==> src/tgf_pkg.sv <==
// shared types and constants for the team grouped fifo
package tgf_pkg;

  localparam int REQ_W = 2;
  localparam int MEMBER_W = 8;
  localparam int TEAM_IN_W = 4;
  localparam int STATUS_W = 2;

  typedef enum logic [REQ_W-1:0] {
    REQ_ASSIGN  = 2'd0,
    REQ_ENQUEUE = 2'd1,
    REQ_DEQUEUE = 2'd2,
    REQ_CLEAR   = 2'd3
  } req_t;

  typedef enum logic [STATUS_W-1:0] {
    ST_DONE   = 2'd0,
    ST_POPPED = 2'd1,
    ST_EMPTY  = 2'd2,
    ST_FULL   = 2'd3
  } status_t;

  typedef struct packed {
    status_t               status;
    logic [MEMBER_W-1:0]   member;
  } res_t;

endpackage

==> src/tgf_ram.sv <==
// generic single write, single read ram with registered read
module tgf_ram #(
  parameter int WIDTH = 8,
  parameter int DEPTH = 64
) (
  input  logic                     clk,
  input  logic                     we,
  input  logic [$clog2(DEPTH)-1:0] waddr,
  input  logic [WIDTH-1:0]         wdata,
  input  logic [$clog2(DEPTH)-1:0] raddr,
  output logic [WIDTH-1:0]         rdata
);

  logic [WIDTH-1:0] mem [DEPTH];

  always_ff @(posedge clk) begin
    if (we) begin
      mem[waddr] <= wdata;
    end
    rdata <= mem[raddr];
  end

endmodule

==> src/tgf_fifo.sv <==
// two entry register fifo used on both sides of the execution unit
module tgf_fifo #(
  parameter int WIDTH = 8
) (
  input  logic             clk,
  input  logic             rst,
  input  logic             push,
  input  logic [WIDTH-1:0] din,
  output logic             full,
  input  logic             pop,
  output logic [WIDTH-1:0] dout,
  output logic             empty
);

  logic [WIDTH-1:0] slot [2];
  logic             wr_ptr;
  logic             rd_ptr;
  logic [1:0]       count;
  logic             do_push;
  logic             do_pop;

  assign full    = count == 2'd2;
  assign empty   = count == 2'd0;
  assign dout    = slot[rd_ptr];
  assign do_push = push && !full;
  assign do_pop  = pop && !empty;

  always_ff @(posedge clk) begin
    if (do_push) begin
      slot[wr_ptr] <= din;
    end
    if (rst) begin
      wr_ptr <= 1'b0;
      rd_ptr <= 1'b0;
      count  <= 2'd0;
    end else begin
      if (do_push) begin
        wr_ptr <= ~wr_ptr;
      end
      if (do_pop) begin
        rd_ptr <= ~rd_ptr;
      end
      if (do_push && !do_pop) begin
        count <= count + 2'd1;
      end else if (do_pop && !do_push) begin
        count <= count - 2'd1;
      end
    end
  end

endmodule

==> src/tgf_front.sv <==
// front end: folds member and team numbers into range and queues requests
module tgf_front import tgf_pkg::*; #(
  parameter int NUM_TEAMS = 16,
  parameter int NUM_MEMBERS = 256
) (
  input  logic                           clk,
  input  logic                           rst,
  input  logic                           push,
  input  logic [REQ_W-1:0]               req_type,
  input  logic [MEMBER_W-1:0]            member_id,
  input  logic [TEAM_IN_W-1:0]           team_id,
  output logic                           q_full,
  input  logic                           cmd_take,
  output logic                           cmd_valid,
  output req_t                           cmd_req,
  output logic [$clog2(NUM_MEMBERS)-1:0] cmd_member,
  output logic [$clog2(NUM_TEAMS)-1:0]   cmd_team
);

  localparam int MW = $clog2(NUM_MEMBERS);
  localparam int TW = $clog2(NUM_TEAMS);
  localparam int QW = REQ_W + MW + TW;

  typedef logic [MW-1:0] mtab_t [2**MEMBER_W];
  typedef logic [TW-1:0] ttab_t [2**TEAM_IN_W];

  function automatic mtab_t build_mtab();
    mtab_t r;
    for (int i = 0; i < 2**MEMBER_W; i++) begin
      r[i] = MW'(i % NUM_MEMBERS);
    end
    return r;
  endfunction

  function automatic ttab_t build_ttab();
    ttab_t r;
    for (int i = 0; i < 2**TEAM_IN_W; i++) begin
      r[i] = TW'(i % NUM_TEAMS);
    end
    return r;
  endfunction

  localparam mtab_t MTAB = build_mtab();
  localparam ttab_t TTAB = build_ttab();

  logic [QW-1:0] q_din;
  logic [QW-1:0] q_dout;
  logic          q_empty;

  // numbers out of range wrap before they are queued
  assign q_din = {req_type, MTAB[member_id], TTAB[team_id]};

  tgf_fifo #(.WIDTH(QW)) u_req_q (
    .clk   (clk),
    .rst   (rst),
    .push  (push),
    .din   (q_din),
    .full  (q_full),
    .pop   (cmd_take),
    .dout  (q_dout),
    .empty (q_empty)
  );

  assign cmd_valid  = !q_empty;
  assign cmd_req    = req_t'(q_dout[QW-1 -: REQ_W]);
  assign cmd_member = q_dout[TW +: MW];
  assign cmd_team   = q_dout[TW-1:0];

endmodule

==> src/tgf_back.sv <==
// back end: sequencer that walks the linked lists in the state rams
module tgf_back import tgf_pkg::*; #(
  parameter int NUM_TEAMS = 16,
  parameter int NUM_MEMBERS = 256,
  parameter int QUEUE_ENTRIES = 64
) (
  input  logic                           clk,
  input  logic                           rst,
  input  logic                           cmd_valid,
  input  req_t                           cmd_req,
  input  logic [$clog2(NUM_MEMBERS)-1:0] cmd_member,
  input  logic [$clog2(NUM_TEAMS)-1:0]   cmd_team,
  output logic                           cmd_take,
  output logic                           boot,
  output logic                           res_push,
  output res_t                           res,
  input  logic                           res_full
);

  localparam int MW = $clog2(NUM_MEMBERS);
  localparam int TW = $clog2(NUM_TEAMS);
  localparam int SW = $clog2(QUEUE_ENTRIES);
  localparam int FW = $clog2(QUEUE_ENTRIES + 1);
  localparam int OCW = $clog2(NUM_TEAMS + 1);
  localparam int SWEEP_N = (NUM_MEMBERS > NUM_TEAMS) ? NUM_MEMBERS : NUM_TEAMS;
  localparam int CW = $clog2(SWEEP_N);

  typedef enum logic [2:0] {
    S_SWEEP, S_IDLE, S_E_TEAM, S_E_LINK, S_D_TEAM, S_D_SLOT, S_D_FIN, S_RESP
  } state_t;

  state_t        state;
  logic          resp_pend;
  logic [CW-1:0] cnt;
  logic [FW-1:0] fresh;
  logic [FW-1:0] sp;
  logic [TW-1:0] ohead;
  logic [TW-1:0] otail;
  logic [OCW-1:0] ocount;
  logic [TW-1:0] t_r;
  logic [MW-1:0] m_r;
  logic [SW-1:0] slot_r;
  logic          last_r;
  logic          fresh_full;
  logic [FW-1:0] sp_dec;

  logic          tom_we;
  logic [MW-1:0] tom_waddr, tom_raddr;
  logic [TW-1:0] tom_wdata, tom_rd;
  logic          wait_we, wait_wdata, wait_rd;
  logic [TW-1:0] wait_waddr, wait_raddr;
  logic          head_we, tail_we;
  logic [TW-1:0] head_waddr, head_raddr, tail_waddr, tail_raddr;
  logic [SW-1:0] head_wdata, head_rd, tail_wdata, tail_rd;
  logic          order_we;
  logic [TW-1:0] order_wdata, order_rd;
  logic          emem_we;
  logic [SW-1:0] emem_waddr, emem_raddr;
  logic [MEMBER_W-1:0] emem_wdata, emem_rd;
  logic          enext_we;
  logic [SW-1:0] enext_waddr, enext_raddr, enext_wdata, enext_rd;
  logic          stack_we;
  logic [SW-1:0] stack_waddr, stack_raddr, stack_wdata, stack_rd;

  function automatic logic [TW-1:0] team_inc(input logic [TW-1:0] x);
    return (x == TW'(NUM_TEAMS - 1)) ? '0 : x + 1'b1;
  endfunction

  assign fresh_full = fresh == FW'(QUEUE_ENTRIES);
  assign sp_dec     = sp - 1'b1;
  assign cmd_take   = (state == S_IDLE) && cmd_valid;
  assign res_push   = (state == S_RESP) && !res_full;

  always_comb begin
    tom_we = 1'b0;       tom_waddr = cnt[MW-1:0]; tom_wdata = '0; tom_raddr = cmd_member;
    wait_we = 1'b0;      wait_waddr = cnt[TW-1:0]; wait_wdata = 1'b0; wait_raddr = tom_rd;
    head_we = 1'b0;      head_waddr = t_r; head_wdata = slot_r; head_raddr = order_rd;
    tail_we = 1'b0;      tail_waddr = t_r; tail_wdata = slot_r; tail_raddr = tom_rd;
    order_we = 1'b0;     order_wdata = t_r;
    emem_we = 1'b0;      emem_waddr = slot_r; emem_wdata = MEMBER_W'(m_r); emem_raddr = head_rd;
    enext_we = 1'b0;     enext_waddr = tail_rd; enext_wdata = slot_r; enext_raddr = head_rd;
    stack_we = 1'b0;     stack_waddr = sp[SW-1:0]; stack_wdata = slot_r;
    stack_raddr = sp_dec[SW-1:0];
    case (state)
      S_SWEEP: begin
        tom_we  = 1'b1;
        wait_we = 1'b1;
      end
      S_IDLE: begin
        if (cmd_valid && cmd_req == REQ_ASSIGN) begin
          tom_we    = 1'b1;
          tom_waddr = cmd_member;
          tom_wdata = cmd_team;
        end
      end
      S_D_TEAM: begin
        tail_raddr = order_rd;
      end
      S_E_LINK: begin
        emem_we = 1'b1;
        tail_we = 1'b1;
        if (wait_rd) begin
          enext_we = 1'b1;
        end else begin
          wait_we    = 1'b1;
          wait_waddr = t_r;
          wait_wdata = 1'b1;
          head_we    = 1'b1;
          order_we   = 1'b1;
        end
      end
      S_D_FIN: begin
        stack_we = 1'b1;
        if (last_r) begin
          wait_we    = 1'b1;
          wait_waddr = t_r;
        end else begin
          head_we    = 1'b1;
          head_wdata = enext_rd;
        end
      end
      default: begin
      end
    endcase
  end

  always_ff @(posedge clk) begin
    if (rst) begin
      state     <= S_SWEEP;
      boot      <= 1'b1;
      resp_pend <= 1'b0;
      cnt       <= '0;
      fresh     <= '0;
      sp        <= '0;
      ohead     <= '0;
      otail     <= '0;
      ocount    <= '0;
    end else begin
      case (state)
        S_SWEEP: begin
          if (cnt == CW'(SWEEP_N - 1)) begin
            boot      <= 1'b0;
            resp_pend <= 1'b0;
            state     <= resp_pend ? S_RESP : S_IDLE;
          end else begin
            cnt <= cnt + 1'b1;
          end
        end
        S_IDLE: begin
          if (cmd_valid) begin
            m_r <= cmd_member;
            t_r <= cmd_team;
            case (cmd_req)
              REQ_ASSIGN: begin
                res   <= '{status: ST_DONE, member: '0};
                state <= S_RESP;
              end
              REQ_CLEAR: begin
                res       <= '{status: ST_DONE, member: '0};
                fresh     <= '0;
                sp        <= '0;
                ohead     <= '0;
                otail     <= '0;
                ocount    <= '0;
                cnt       <= '0;
                resp_pend <= 1'b1;
                state     <= S_SWEEP;
              end
              REQ_ENQUEUE: begin
                if (fresh_full && sp == '0) begin
                  res   <= '{status: ST_FULL, member: '0};
                  state <= S_RESP;
                end else begin
                  res   <= '{status: ST_DONE, member: '0};
                  state <= S_E_TEAM;
                end
              end
              REQ_DEQUEUE: begin
                if (ocount == '0) begin
                  res   <= '{status: ST_EMPTY, member: '0};
                  state <= S_RESP;
                end else begin
                  state <= S_D_TEAM;
                end
              end
              default: state <= S_IDLE;
            endcase
          end
        end
        S_E_TEAM: begin
          t_r    <= tom_rd;
          slot_r <= fresh_full ? stack_rd : fresh[SW-1:0];
          state  <= S_E_LINK;
        end
        S_E_LINK: begin
          if (fresh_full) begin
            sp <= sp_dec;
          end else begin
            fresh <= fresh + 1'b1;
          end
          if (!wait_rd) begin
            otail  <= team_inc(otail);
            ocount <= ocount + 1'b1;
          end
          state <= S_RESP;
        end
        S_D_TEAM: begin
          t_r   <= order_rd;
          state <= S_D_SLOT;
        end
        S_D_SLOT: begin
          slot_r <= head_rd;
          last_r <= tail_rd == head_rd;
          state  <= S_D_FIN;
        end
        S_D_FIN: begin
          sp  <= sp + 1'b1;
          res <= '{status: ST_POPPED, member: emem_rd};
          if (last_r) begin
            ohead  <= team_inc(ohead);
            ocount <= ocount - 1'b1;
          end
          state <= S_RESP;
        end
        S_RESP: begin
          if (!res_full) begin
            state <= S_IDLE;
          end
        end
        default: state <= S_IDLE;
      endcase
    end
  end

  tgf_ram #(.WIDTH(TW), .DEPTH(NUM_MEMBERS)) u_team_of_member (
    .clk(clk), .we(tom_we), .waddr(tom_waddr), .wdata(tom_wdata),
    .raddr(tom_raddr), .rdata(tom_rd));

  tgf_ram #(.WIDTH(1), .DEPTH(NUM_TEAMS)) u_team_waiting (
    .clk(clk), .we(wait_we), .waddr(wait_waddr), .wdata(wait_wdata),
    .raddr(wait_raddr), .rdata(wait_rd));

  tgf_ram #(.WIDTH(SW), .DEPTH(NUM_TEAMS)) u_team_head (
    .clk(clk), .we(head_we), .waddr(head_waddr), .wdata(head_wdata),
    .raddr(head_raddr), .rdata(head_rd));

  tgf_ram #(.WIDTH(SW), .DEPTH(NUM_TEAMS)) u_team_tail (
    .clk(clk), .we(tail_we), .waddr(tail_waddr), .wdata(tail_wdata),
    .raddr(tail_raddr), .rdata(tail_rd));

  tgf_ram #(.WIDTH(TW), .DEPTH(NUM_TEAMS)) u_team_order (
    .clk(clk), .we(order_we), .waddr(otail), .wdata(order_wdata),
    .raddr(ohead), .rdata(order_rd));

  tgf_ram #(.WIDTH(MEMBER_W), .DEPTH(QUEUE_ENTRIES)) u_entry_member (
    .clk(clk), .we(emem_we), .waddr(emem_waddr), .wdata(emem_wdata),
    .raddr(emem_raddr), .rdata(emem_rd));

  tgf_ram #(.WIDTH(SW), .DEPTH(QUEUE_ENTRIES)) u_entry_next (
    .clk(clk), .we(enext_we), .waddr(enext_waddr), .wdata(enext_wdata),
    .raddr(enext_raddr), .rdata(enext_rd));

  tgf_ram #(.WIDTH(SW), .DEPTH(QUEUE_ENTRIES)) u_free_stack (
    .clk(clk), .we(stack_we), .waddr(stack_waddr), .wdata(stack_wdata),
    .raddr(stack_raddr), .rdata(stack_rd));

endmodule

==> src/team_grouped_fifo_unit.sv <==
// top level of the team grouped fifo: request queue, sequencer, result queue
// a request walks the sequencer states of its kind (assign, enqueue or dequeue),
// set by the registered-read ram steps of the list walk; clear runs a clearing
// pass over max of NUM_MEMBERS and NUM_TEAMS entries
// rst is synchronous; after it a clearing pass over max(NUM_MEMBERS, NUM_TEAMS) entries holds full high
module team_grouped_fifo_unit import tgf_pkg::*; #(
  parameter int NUM_TEAMS = 16,
  parameter int NUM_MEMBERS = 256,
  parameter int QUEUE_ENTRIES = 64
) (
  input  logic                 clk,
  input  logic                 rst,
  input  logic                 push,
  output logic                 full,
  input  logic [REQ_W-1:0]     req_type,
  input  logic [MEMBER_W-1:0]  member_id,
  input  logic [TEAM_IN_W-1:0] team_id,
  output logic                 empty,
  input  logic                 pop,
  output logic [STATUS_W-1:0]  status,
  output logic [MEMBER_W-1:0]  member_out
);

  localparam int MW = $clog2(NUM_MEMBERS);
  localparam int TW = $clog2(NUM_TEAMS);

  // front to back request channel
  logic          q_full;
  logic          cmd_valid;
  logic          cmd_take;
  req_t          cmd_req;
  logic [MW-1:0] cmd_member;
  logic [TW-1:0] cmd_team;

  // back to result queue
  logic boot;
  logic res_push;
  logic res_full;
  res_t res;
  res_t res_head;

  // no beat taken while the post reset clearing pass runs
  assign full = q_full || boot;

  tgf_front #(
    .NUM_TEAMS   (NUM_TEAMS),
    .NUM_MEMBERS (NUM_MEMBERS)
  ) u_front (
    .clk        (clk),
    .rst        (rst),
    .push       (push && !full),
    .req_type   (req_type),
    .member_id  (member_id),
    .team_id    (team_id),
    .q_full     (q_full),
    .cmd_take   (cmd_take),
    .cmd_valid  (cmd_valid),
    .cmd_req    (cmd_req),
    .cmd_member (cmd_member),
    .cmd_team   (cmd_team)
  );

  tgf_back #(
    .NUM_TEAMS     (NUM_TEAMS),
    .NUM_MEMBERS   (NUM_MEMBERS),
    .QUEUE_ENTRIES (QUEUE_ENTRIES)
  ) u_back (
    .clk        (clk),
    .rst        (rst),
    .cmd_valid  (cmd_valid),
    .cmd_req    (cmd_req),
    .cmd_member (cmd_member),
    .cmd_team   (cmd_team),
    .cmd_take   (cmd_take),
    .boot       (boot),
    .res_push   (res_push),
    .res        (res),
    .res_full   (res_full)
  );

  // result queue lets the sequencer finish while the consumer stalls
  tgf_fifo #(.WIDTH($bits(res_t))) u_res_q (
    .clk   (clk),
    .rst   (rst),
    .push  (res_push),
    .din   (res),
    .full  (res_full),
    .pop   (pop),
    .dout  (res_head),
    .empty (empty)
  );

  assign status     = res_head.status;
  assign member_out = res_head.member;

endmodule

==> config.mk <==
export PLATFORM = sky130hd
export DESIGN_NAME = team_grouped_fifo_unit
export DESIGN_NICKNAME = d
export VERILOG_FILES = /design/src/tgf_pkg.sv /design/src/tgf_ram.sv /design/src/tgf_fifo.sv /design/src/tgf_front.sv /design/src/tgf_back.sv /design/src/team_grouped_fifo_unit.sv
export SDC_FILE = /design/constraint.sdc
export NUM_CORES = 2
export LEC_CHECK = 0
export ABC_AREA = 1
export BUFFER_PORTS_ARGS = -buffer_cell sky130_fd_sc_hd__buf_2
export CAP_MARGIN = 15
export CORE_MARGIN = 2
export CORE_UTILIZATION = 48
export CTS_CLUSTER_DIAMETER = 40
export DETAILED_ROUTE_END_ITERATION = 10
export PLACE_DENSITY_LB_ADDON = 0.1
export SLEW_MARGIN = 30
export SYNTH_ARGS = -nofsm -noshare
export SYNTH_HDL_FRONTEND = slang
export SYNTH_SLANG_ARGS = --single-unit
==> constraint.sdc <==
create_clock -name clk -period 10.6 [get_ports clk]
set_clock_uncertainty 0.15 [all_clocks]
set_input_delay 1.59 -clock clk [delete_from_list [all_inputs] [get_ports clk]]
set_output_delay 1.59 -clock clk [all_outputs]
set_load 0.01 [all_outputs]
==> summary.md <==
| Metric | Value |
|---|---|
| Post-layout util | 0.557 |
| CP Max Fanout | 97 |
| Fillers | between 15,000 and 20,000 |
| Initial Util | 0.484 |
| Vias | between 70,000 and 80,000 |
| Normalized max-slew margin | 0.146 |
| Area after DPL | about 120,000 um^2 |
| Root buf cell | clkbuf_16 |
| Vias in the first global route | 73,000 |
| CTS buffer count | ~430 |
| IO Port Bufs | 29 |
| Reg2reg end | u_back.u_team_of_member.rdata[0]$_DFF_P_ |
| DR top layer | met5 |
| Leading cell type in the layout, fill and taps excluded | edfxtp_1 |
| Reg-to-reg slack, setup | 5.15 ns |
| Max-cap violations | 0 |
| Final critical-path required period | roughly 5.5 ns |
| RSZ-0062 raised after global routing | false |
| Average size of a mapped cell | ~12 um^2 |
| Worst Setup Path Type | reg -> reg |
| Via-to-Cell Ratio | approximately 5.7 |
| Post-Synth XOR/XNOR Area | 0.000461 |
| Setup ws final | around 5.1 ns |
| Max VDD drop | 0.143 mV |
| Achievable Freq | 183 MHz |
| Final nets | about 9,900 |
| FF+latch area | between 80,000 and 90,000 um^2 |
| Worst-Margin Slew | 1.28 ns |
| Met3 WL | between 20,000 and 25,000 um |
| Wirelength per Cell | between 20 and 25 um |
| Cts hold-fix bufs | 0 |
| Synth cell types | 47 |
| Net count after synthesis | roughly 9,900 |
| Simple-Gate Fraction of Synth Area | 0.144 |
| Setup TNS | 0 ns |
| Commonest non-fill, non-tap cells in the layout | 2,653 x edfxtp_1, 1,420 x nor2_1, 1,357 x nand2_1 |
| DRT antenna net count | 0 |
| Final Max Slew Viols | 0 |
| Core area | ~240,000 um^2 |
| CTS resizes | 0 |
| Register bit total from synthesis | 2,744 |
| Die width | about 500 um |
| Worst Setup End Kind | flip-flop |
| Clock sinks | 2,744 |
| Sequential area share after synthesis | 0.715 |
| Pleak | 47.8 nW |
| GRT Residual Overflow | 0 |
| Hold Fails Final Rpt | 0 |
| Setup-failing EPs final | 0 |
| Adder-cell area share of the yosys netlist | 0.00226 |
| Post-synthesis mux area share | 0.00731 |
| Post-CTS Setup Repair Bufs | 0 |
| Die Ht | between 400 and 500 um |
| Layout Area Growth over Synthesis | 15.2% |
| Clock buffer depth | 4 |
| Layout cells sized above 1 | 0.0956 |
| Synthesized area | 114,000 um^2 |
| Largest family of logic cells by synthesized area | simple AND/OR/NAND/NOR gates |
| Compound-Gate Fraction of Synth Area | 0.0786 |
| H-tree levels | 5 |
| Status | finished, final reports clean |
| Hold Slack | about 0.30 ns |
| Initial DRC Count | 7,789 |
| Critical Path RT | roughly 11 ns |
| DR WL met2 | 147,000 um |
| I/O pin cnt | 30 |
| Initial antenna violation count | 11 |
| Gate count of the mapped netlist | between 9,000 and 10,000 |
| Final period utilization | 0.514 |
| Pin count of the biggest net entering global routing | around 220 |
| Hold crit path type | reg -> reg |
| Worst EP arrival | between 6 and 7 ns |
| Die Footprint | 241,000 um^2 |
| # DRC | 0 |
| Worst hold stages | 0 |
| Total Wirelength | 313,000 um |
| Global-route wire length before repair | about 470,000 um |
| Clock tree from TritonCTS | done |
| Synth warn | 0 |
| Cells on worst reg2reg path | 14 |
| Final instance area | about 130,000 um^2 |
| DP Wirelength | 180,000 um |
| Row count | approximately 180 |
| Area of the multi-input gates | 26,600 um^2 |
| Drt first pass iters | 6 |
| Power Dens Cells | ~200 nW/um^2 |
| Worst skew pair latency | ~1.0 ns |
| WL met1 | between 100,000 and 150,000 um |
| Nature of the critical path startpoint | flip-flop |
| Placer Congestion | roughly 0.9 |
| CTS clock-pin slew for the worst setup and hold paths | roughly 0.060 ns |
| Pre-CTS WS | approximately 5.2 ns |
| Tot GR Track Use | 0.254 |
| CP Capture Point | u_back.u_team_of_member.rdata[0]$_DFF_P_ |
==> cells by family (layout without fill, tap and decap cells) <==
logic type               Yosys count  count (layout)
other                              0               6
multiplexers                      82              82
XOR/XNOR                           6               6
buffers and inverters           1548            1888
AO/OA/AOI/OAI                   1515            1515
flip-flops                      2744            2744
AND/OR/NAND/NOR                 3928            3928
adder cells (fa/ha/maj)           20              20
==> layout make-up <==
type / count / share of cell area
sequential: 2744 / 0.621
multi-input combinational: 5551 / 0.203
clock buffer: 468 / 0.0836
tap: 3150 / 0.0300
inverter: 962 / 0.0277
clock inverter: 311 / 0.0252
timing repair buffer: 147 / 0.00970
antenna: 6 / 0.000114
==> synthesized netlist by cell type, drive strengths merged <==
library cell  instances  area (um^2)
edfxtp             2653        79700
nor2               1440         5480
nand2              1373         5180
nand3              1027         5140
inv                 955         3580
o21ai               846         4280
clkbuf              399         1500
o22ai               255         1600
buf                 187          892
o211ai              149         1120
o221ai              103          902
dfxtp                91         1820
a21oi                87          435
mux2i                72          721
o32ai                48          420
nand3b               24          180
or2                  24          150
nand4                22          138
ha                   19          238
nor3                 17         90.1
mux2                 10          113
a31oi                 9         56.3
a211oi                8         60.1
clkinv                7         26.3
xor2                  5         43.8
o21a                  4         30.0
a221o                 2         20.0
a221oi                1         8.76
a22oi                 1         7.51
fa                    1         20.0
nor4                  1         6.26
o221a                 1         11.3
o31ai                 1         7.51
xnor2                 1         8.76
==> per-stage QoR <==
stage          power [mW]  cells
2_1_floorplan        12.7   9843
5_1_grt              27.4  13300
3_3_place_gp         13.1  12500
3_5_place_dp         13.1  12500
6_report             26.7  13300
4_1_cts              26.9  13300
==> worst min-delay path by stage <==
stage | endpoint | slack (ns) | from
after detailed placement | u_res_q.slot[0][6]$_DFFE_PP_ | 0.28 | u_back.res[6]$_SDFFCE_PN0P_
after floorplan | u_back.fresh[5]$_SDFFE_PP0P_ | 0.26 | u_back.fresh[4]$_SDFFE_PP0P_
after CTS | u_back.fresh[5]$_SDFFE_PP0P_ | 0.30 | u_back.fresh[5]$_SDFFE_PP0P_
after global routing | u_res_q.slot[0][6]$_DFFE_PP_ | 0.31 | u_back.res[6]$_SDFFCE_PN0P_
final | u_res_q.slot[0][4]$_DFFE_PP_ | 0.30 | u_back.res[4]$_SDFFCE_PN0P_
after global placement | u_back.fresh[5]$_SDFFE_PP0P_ | 0.27 | u_back.fresh[4]$_SDFFE_PP0P_
==> metal layers <==
metal,track usage,vias to the layer above
li1,-,34700
met1,0.352,37300
met2,0.404,2946
met3,0.0489,507
met4,0.0856,2
met5,0,-
==> worst max-delay path: stages (launching register included) <==
cell and delay, ns:
dfxtp_1 0.86, inv_2 0.28, nand2_2 0.11, buf_4 0.72, nand2_4 0.72, buf_4 0.62, buf_4 0.54, o211ai_1 0.32
nand3_1 0.12, nand3_1 0.15, nand3_1 0.09, nand3_1 0.17, nand3_1 0.17, nand3_1 0.12, nand2_1 0.06
==> where the power goes <==
part | leakage (nW) | switching (mW) | internal (mW) | total (mW)
registers | 22.7 | 0.0627 | 11.9 | 12.0
logic | 18.3 | 0.704 | 0.179 | 0.883
clock network | 6.86 | 5.20 | 8.63 | 13.8
==> state kept, by name (all words and copies together), names as in the netlist, 7 cells and up, named ones only <==
register and flops:
u_res_q.slot 20, u_back.u_entry_member.rdata 8, u_back.u_team_order.mem 64, u_front.u_req_q.slot 28, u_back.sp 7, u_back.u_team_of_member.mem 1024, u_back.u_entry_next.mem 384, u_back.u_team_waiting.mem 16
u_back.fresh 7, u_back.emem_wdata 8, u_back.res 10, u_back.cnt 8, u_back.u_free_stack.mem 384, u_back.u_team_head.mem 96, u_back.u_entry_member.mem 512, u_back.u_team_tail.mem 96
Power figures use the tool's default switching activity.
